<file path="src/sv/arpc_pkg.sv">
package arpc_pkg;

  typedef enum logic [1:0] {
    MODE_INSERT = 2'd0,
    MODE_LOOKUP = 2'd1,
    MODE_SWEEP  = 2'd2
  } mode_t;

  typedef enum logic [1:0] {
    ST_IDLE,
    ST_WALK,
    ST_RESULT
  } state_t;

  typedef struct packed {
    logic start;
    logic step;
    logic finish;
  } cmd_t;

  typedef struct packed {
    logic last;
  } sts_t;

  localparam int unsigned IP_W       = 32;
  localparam int unsigned MAC_W      = 48;
  localparam int unsigned TIME_W     = 32;
  localparam int unsigned LIFETIME_W = 16;
  localparam logic [LIFETIME_W-1:0] LIFETIME_RESET = 16'd15;

endpackage

</file>
<file path="src/sv/arpc_ctrl.sv">
module arpc_ctrl (
  input  logic          clk,
  input  logic          rst,
  input  logic          in_valid,
  output logic          in_stall,
  output logic          out_valid,
  input  logic          out_stall,
  input  arpc_pkg::sts_t sts,
  output arpc_pkg::cmd_t cmd
);

  arpc_pkg::state_t state, state_next;
  logic             out_valid_next;

  always_ff @(posedge clk) begin
    if (rst) begin
      state     <= arpc_pkg::ST_IDLE;
      out_valid <= 1'b0;
    end else begin
      state     <= state_next;
      out_valid <= out_valid_next;
    end
  end

  always_comb begin
    state_next = state;
    cmd        = '0;
    in_stall   = 1'b1;
    unique case (state)
      arpc_pkg::ST_IDLE: begin
        in_stall = 1'b0;
        if (in_valid) begin
          cmd.start  = 1'b1;
          state_next = arpc_pkg::ST_WALK;
        end
      end
      arpc_pkg::ST_WALK: begin
        cmd.step = 1'b1;
        if (sts.last) begin
          state_next = arpc_pkg::ST_RESULT;
        end
      end
      arpc_pkg::ST_RESULT: begin
        if (!out_valid || !out_stall) begin
          cmd.finish = 1'b1;
          state_next = arpc_pkg::ST_IDLE;
        end
      end
      default: begin
        state_next = arpc_pkg::ST_IDLE;
      end
    endcase
    out_valid_next = cmd.finish | (out_valid & out_stall);
  end

endmodule

</file>
<file path="src/sv/arpc_dp.sv">
module arpc_dp #(
  parameter int unsigned TABLE_ENTRIES = 16
) (
  input  logic                                  clk,
  input  logic                                  rst,
  input  arpc_pkg::cmd_t                        cmd,
  output arpc_pkg::sts_t                        sts,
  input  logic [1:0]                            mode,
  input  logic [arpc_pkg::IP_W-1:0]             ip_addr,
  input  logic [arpc_pkg::MAC_W-1:0]            mac_addr,
  input  logic [arpc_pkg::TIME_W-1:0]           now_sec,
  input  logic                                  cfg_we,
  input  logic [arpc_pkg::LIFETIME_W-1:0]       cfg_data,
  output logic                                  success,
  output logic [arpc_pkg::MAC_W-1:0]            found_mac
);

  localparam int unsigned IDX_W = (TABLE_ENTRIES > 1) ? $clog2(TABLE_ENTRIES) : 1;

  logic [arpc_pkg::IP_W-1:0]       ip_mem    [TABLE_ENTRIES];
  logic [arpc_pkg::MAC_W-1:0]      mac_mem   [TABLE_ENTRIES];
  logic [arpc_pkg::TIME_W-1:0]     stamp_mem [TABLE_ENTRIES];
  logic [TABLE_ENTRIES-1:0]        used;

  logic [arpc_pkg::LIFETIME_W-1:0] lifetime;
  logic [1:0]                      mode_q;
  logic [arpc_pkg::IP_W-1:0]       ip_q;
  logic [arpc_pkg::MAC_W-1:0]      mac_q;
  logic [arpc_pkg::TIME_W-1:0]     now_q;
  logic [IDX_W-1:0]                idx;
  logic                            hit;
  logic                            placed;
  logic [arpc_pkg::MAC_W-1:0]      hit_mac;

  logic [arpc_pkg::IP_W-1:0]       rd_ip;
  logic [arpc_pkg::MAC_W-1:0]      rd_mac;
  logic [arpc_pkg::TIME_W-1:0]     rd_stamp;

  logic                            last;
  logic                            rd_en;
  logic [IDX_W-1:0]                rd_addr;
  logic [arpc_pkg::TIME_W-1:0]     age;
  logic                            expired;
  logic                            do_insert;
  logic                            do_hit;
  logic                            do_clear;

  assign last     = (idx == IDX_W'(TABLE_ENTRIES - 1));
  assign sts.last = last;
  assign rd_en    = cmd.start | (cmd.step & ~last);
  assign rd_addr  = cmd.start ? '0 : idx + IDX_W'(1);

  assign age     = now_q - rd_stamp;
  assign expired = used[idx] &&
                   (age > {{(arpc_pkg::TIME_W-arpc_pkg::LIFETIME_W){1'b0}}, lifetime});

  always_comb begin
    do_insert = 1'b0;
    do_hit    = 1'b0;
    do_clear  = 1'b0;
    if (cmd.step) begin
      unique case (mode_q)
        arpc_pkg::MODE_INSERT: begin
          do_insert = !placed && !used[idx];
        end
        arpc_pkg::MODE_LOOKUP: begin
          do_clear = expired;
          do_hit   = !expired && !hit && (ip_q != '0) && used[idx] && (rd_ip == ip_q);
        end
        arpc_pkg::MODE_SWEEP: begin
          do_clear = expired;
        end
        default: begin
        end
      endcase
    end
  end

  always_ff @(posedge clk) begin
    if (do_insert) begin
      ip_mem[idx]  <= ip_q;
      mac_mem[idx] <= mac_q;
    end
    if (do_insert || do_hit) begin
      stamp_mem[idx] <= now_q;
    end
    if (rd_en) begin
      rd_ip    <= ip_mem[rd_addr];
      rd_mac   <= mac_mem[rd_addr];
      rd_stamp <= stamp_mem[rd_addr];
    end
  end

  always_ff @(posedge clk) begin
    if (rst) begin
      used     <= '0;
      lifetime <= arpc_pkg::LIFETIME_RESET;
    end else begin
      if (cfg_we) begin
        lifetime <= cfg_data;
      end
      if (do_insert) begin
        used[idx] <= (ip_q != '0);
      end else if (do_clear) begin
        used[idx] <= 1'b0;
      end
    end
  end

  always_ff @(posedge clk) begin
    if (cmd.start) begin
      mode_q  <= mode;
      ip_q    <= ip_addr;
      mac_q   <= mac_addr;
      now_q   <= now_sec;
      idx     <= '0;
      hit     <= 1'b0;
      placed  <= 1'b0;
      hit_mac <= '0;
    end else if (cmd.step) begin
      if (!last) begin
        idx <= idx + IDX_W'(1);
      end
      if (do_insert) begin
        placed <= 1'b1;
      end
      if (do_hit) begin
        hit     <= 1'b1;
        hit_mac <= rd_mac;
      end
    end
    if (cmd.finish) begin
      success   <= placed | hit;
      found_mac <= hit_mac;
    end
  end

endmodule

</file>
<file path="src/sv/arp_cache_with_aging_unit.sv">
// ARP cache with entry aging: IPv4 -> MAC table with per-entry time stamps.
// Input channel (in_valid/in_stall) carries mode, ip_addr, mac_addr, now_sec.
//   mode 0 inserts into the first free slot, 1 expires old entries then looks
//   up ip_addr and re-stamps the hit, 2 only expires old entries.
// Output channel (out_valid/out_stall) returns success and found_mac, one
//   result transaction per input transaction.
// cfg_we/cfg_data write the entry lifetime (reset value 15); write only when idle.
// The walk visits one table entry per cycle, reading the entry memories at the
//   next address while writing the current one; expiry and match share that
//   one pass. A new transaction is accepted only after the previous one has
//   left its walk and result steps.
// in_stall is low only while idle. The output register lets a new transaction
//   be accepted while a result waits; a held result stalls the next one at
//   its result step until out_stall drops.
// Reset (rst, synchronous) marks all entries free and restores the lifetime;
//   no clearing pass is needed.
module arp_cache_with_aging_unit #(
  parameter int unsigned TABLE_ENTRIES = 16
) (
  input  logic                                clk,
  input  logic                                rst,
  input  logic                                in_valid,
  output logic                                in_stall,
  input  logic [1:0]                          mode,
  input  logic [arpc_pkg::IP_W-1:0]           ip_addr,
  input  logic [arpc_pkg::MAC_W-1:0]          mac_addr,
  input  logic [arpc_pkg::TIME_W-1:0]         now_sec,
  output logic                                out_valid,
  input  logic                                out_stall,
  output logic                                success,
  output logic [arpc_pkg::MAC_W-1:0]          found_mac,
  input  logic                                cfg_we,
  input  logic [arpc_pkg::LIFETIME_W-1:0]     cfg_data
);

  arpc_pkg::cmd_t cmd;
  arpc_pkg::sts_t sts;

  arpc_ctrl u_ctrl (
    .clk       (clk),
    .rst       (rst),
    .in_valid  (in_valid),
    .in_stall  (in_stall),
    .out_valid (out_valid),
    .out_stall (out_stall),
    .sts       (sts),
    .cmd       (cmd)
  );

  arpc_dp #(
    .TABLE_ENTRIES (TABLE_ENTRIES)
  ) u_dp (
    .clk       (clk),
    .rst       (rst),
    .cmd       (cmd),
    .sts       (sts),
    .mode      (mode),
    .ip_addr   (ip_addr),
    .mac_addr  (mac_addr),
    .now_sec   (now_sec),
    .cfg_we    (cfg_we),
    .cfg_data  (cfg_data),
    .success   (success),
    .found_mac (found_mac)
  );

endmodule

</file>
<file path="config.mk">
export PLATFORM = sky130hd
export DESIGN_NAME = arp_cache_with_aging_unit
export DESIGN_NICKNAME = d
export VERILOG_FILES = /design/src/sv/arpc_pkg.sv /design/src/sv/arpc_ctrl.sv /design/src/sv/arpc_dp.sv /design/src/sv/arp_cache_with_aging_unit.sv
export SDC_FILE = /design/constraint.sdc
export NUM_CORES = 2
export LEC_CHECK = 0
export BUFFER_PORTS_ARGS = -buffer_cell sky130_fd_sc_hd__buf_2
export CELL_PAD_IN_SITES_DETAIL_PLACEMENT = 1
export CELL_PAD_IN_SITES_GLOBAL_PLACEMENT = 1
export CORE_ASPECT_RATIO = 1.75
export CORE_MARGIN = 2
export CORE_UTILIZATION = 59
export CTS_BUF_LIST = sky130_fd_sc_hd__clkbuf_4 sky130_fd_sc_hd__clkbuf_8
export DETAILED_ROUTE_END_ITERATION = 8
export PLACE_DENSITY_LB_ADDON = 0.1
export SKIP_CTS_REPAIR_TIMING = 1
export SLEW_MARGIN = 20
export SYNTH_ARGS = -nofsm -noshare
export SYNTH_HDL_FRONTEND = slang
export SYNTH_SLANG_ARGS = --single-unit
</file>
<file path="constraint.sdc">
create_clock -name clk -period 10.7 [get_ports clk]
set_input_delay 2.14 -clock clk [delete_from_list [all_inputs] [get_ports clk]]
set_output_delay 2.14 -clock clk [all_outputs]
set_load 0.01 [all_outputs]
</file>
==> run summary <==
status: finished, final reports clean
Net Switching: 0.00525 W
HPWL after DPL: 134000 um
Slew @ Worst Pin: 1.37 ns
Mapped Area: 85700 sq um
Post-Layout Cell Count: 8197
# port buffers: 185
share of layout cells above drive strength 1: 0.133
PD cells: 201 nW/um^2
most frequent cells in the layout: edfxtp_1 (2067), nand2_1 (951), a211oi_1 (561)
Avg Inst Size Synth: 14.4 sq um
sw frac: 0.276
first-pass GRT wire length: 364000 um
Ys Warns: 0
Avg WL per Cell: 30.0 um
Worst EP arrival: 7.45 ns
P&R area growth vs syn: 10.4%
RSZ-0062 raised after global routing: no
Clock Sinks: 2156
Slew Limit Headroom: 0.0875
crit start category: flip-flop
commonest non-fill, non-tap cell in the layout: edfxtp_1
Inst Count DP: 7655
HP Class: flip-flop to flip-flop
fin crit period: 6.84 ns
routed via count: 54100
Post-Route Setup TNS: 0 ns
Final Max Tran Viols: 0
DR vias/cell: 6.60
1st-pass router iterations: 6
cell leakage power: 30.3 nW
Final #Nets: 6289
share of total power in combinational logic: 0.145
Critical Path Sink Type: flip-flop
io pins: 186
Post-Synthesis Cells: 5948
CTS tree: yes
Die Y: 508 um
Seq/Total Area, Yosys: 0.745
Initial Util: 0.592
vias in the first global route: 58600
asr flop ratio synth: 0
Crit path required time: 11.31 ns
CP max FO: 49
CTS clk-pin slew, worst paths: 0.07 ns
Final Core Density: 0.654
total CTS buffers: 312
clock tree buffer depth: 4
synthesized net count: 6137
WS Path Type: flip-flop to flip-flop
gr usage total: 0.331
Final Hold Vio Count: 0
Setup Skew: 0.0574 ns
gpl congestion: 0.844
Fmax achieved: 146 MHz
routed wire length: 246000 um
synthesized flop and latch total: 2156
Skew-Pair Late Insertion Delay: 1.01 ns
row count: 185
max-cap violations: 0
Yosys cell types: 75
# DRC: 0
total global routing overflow: 0
H-tree depth: 5
CTS root buf: clkbuf_8
DR iter-0 viols: 4806
Fillers: 13100
Final ANT Viol Nets: 0
die area: 148000 sq um
period utilisation layout: 0.639
main flop type after synthesis: edfxtp_1
hold slack: 0.417 ns
Final Setup Violations: 0
initial antenna violation count: 7
clock power share: 0.344
largest net degree at the start of global routing: 181
number of synthesized flops with an enable pin: 2067
Worst VDD drop: 184 uV
Sequential Power Share: 0.510
CORE AREA: 145000 sq um
internal power: 0.0138 W
Die X-Extent: 292 um
## critical path, stage by stage, from the launching register on
cell	delay, ns
edfxtp_1	0.69
inv_1	0.10
ha_1	0.23
fa_1	0.44
nor2b_2	0.17
o2111ai_2	0.18
a211oi_2	0.52
nor2_1	0.17
xnor2_1	0.17
ha_1	0.29
nand4_1	0.14
nor3_1	0.20
a2bb2oi_1	0.21
nor4_1	0.44
and4_2	0.30
buf_4	0.62
nand3_4	0.59
a21oi_4	0.33
buf_4	0.51
## per-stage QoR
stage	area (sq um)	power [W]	setup slack (ns)
final	94500	0.0190	3.86
after global routing	94500	0.0197	3.42
after CTS	94500	0.0191	3.84
after detailed placement	88400	0.0126	3.86
after global placement	88400	0.0125	3.84
after floorplan	85700	0.0117	4.33
## power by group through the flow
| stage | sequential [W] | combinational [W] | clock [W] |
|---|---|---|---|
| 2_1_floorplan | 0.00979 | 0.00187 | 0 |
| 3_3_place_gp | 0.00987 | 0.00263 | 0 |
| 3_5_place_dp | 0.00989 | 0.00272 | 0 |
| 4_1_cts | 0.00971 | 0.00275 | 0.00663 |
| 5_1_grt | 0.00974 | 0.00299 | 0.00694 |
| 6_report | 0.00972 | 0.00277 | 0.00655 |
## flip-flops by register name, indices dropped and copies added (netlist names)
register / count
u_dp.hit_mac: 48
u_dp.found_mac: 48
u_ctrl.state: 2
u_dp.placed: 1
u_dp.hit: 1
u_dp.rd_ip: 32
u_dp.ip_mem: 512
u_dp.mode_q: 2
u_dp.now_q: 32
u_dp.lifetime: 16
u_dp.rd_stamp: 32
u_dp.used: 16
u_ctrl.out_valid: 1
u_dp.rd_mac: 48
u_dp.ip_q: 32
u_dp.mac_mem: 768
u_dp.success: 1
u_dp.stamp_mem: 512
u_dp.idx: 4
u_dp.mac_q: 48
## per-layer routing
layer | share of wire | track usage | vias to the layer above
met4 | 0.049 | 0.168 | 4
met5 | 0.00011 | 0 | -
met3 | 0.059 | 0.0497 | 675
li1 | - | - | 23300
met2 | 0.53 | 0.595 | 2279
met1 | 0.36 | 0.385 | 27800
## kinds of logic after synthesis
family          synth area share
compound gates             0.125
xor+xnor                 0.00542
fa+ha+maj                0.00798
buf+inv                   0.0241
flops                      0.745
mux                      0.00356
simple gates              0.0884
## synth_stat cells, drive strengths merged (18+ instances only)
library cell  number  area (sq um)
a311oi           224          1960
o211ai            23           173
nand2            955          3580
o21ai             26           134
a211oi           562          4220
buf               73           428
ha                53           663
edfxtp          2067         62100
nor2              83           312
inv               61           229
clkbuf           372          1400
a31oi            247          1580
nor2b            454          2840
nor4              18           119
xor2              37           324
nand4             66           413
o31ai             50           375
dfxtp             89          1780
a21oi            337          1710
## area by class of cell
cell class / count / area (sq um) / area share
diodes: 2 / 5.00 / 0.0000529
clock buffers: 415 / 5180 / 0.0548
repair buffers: 283 / 1920 / 0.0203
well taps: 1870 / 2340 / 0.0247
clock inverters: 124 / 888 / 0.00940
inverters: 62 / 245 / 0.00259
flip-flops and latches: 2156 / 63900 / 0.675
multi-input cells: 3285 / 20100 / 0.213
## path summary, 6_finish.rpt
kind | startpoint | endpoint | slack, ns | depth (start not counted)
max | u_dp.now_q[0] | u_dp.stamp_mem[8][4] | 3.86 | 18
max reg2reg | u_dp.now_q[0] | u_dp.stamp_mem[8][4] | 3.86 | 18
min | u_dp.hit_mac[0] | u_dp.found_mac[0] | 0.42 | 0
min reg2reg | u_dp.hit_mac[0] | u_dp.found_mac[0] | 0.42 | 0
(Power assumes the default switching activity.)
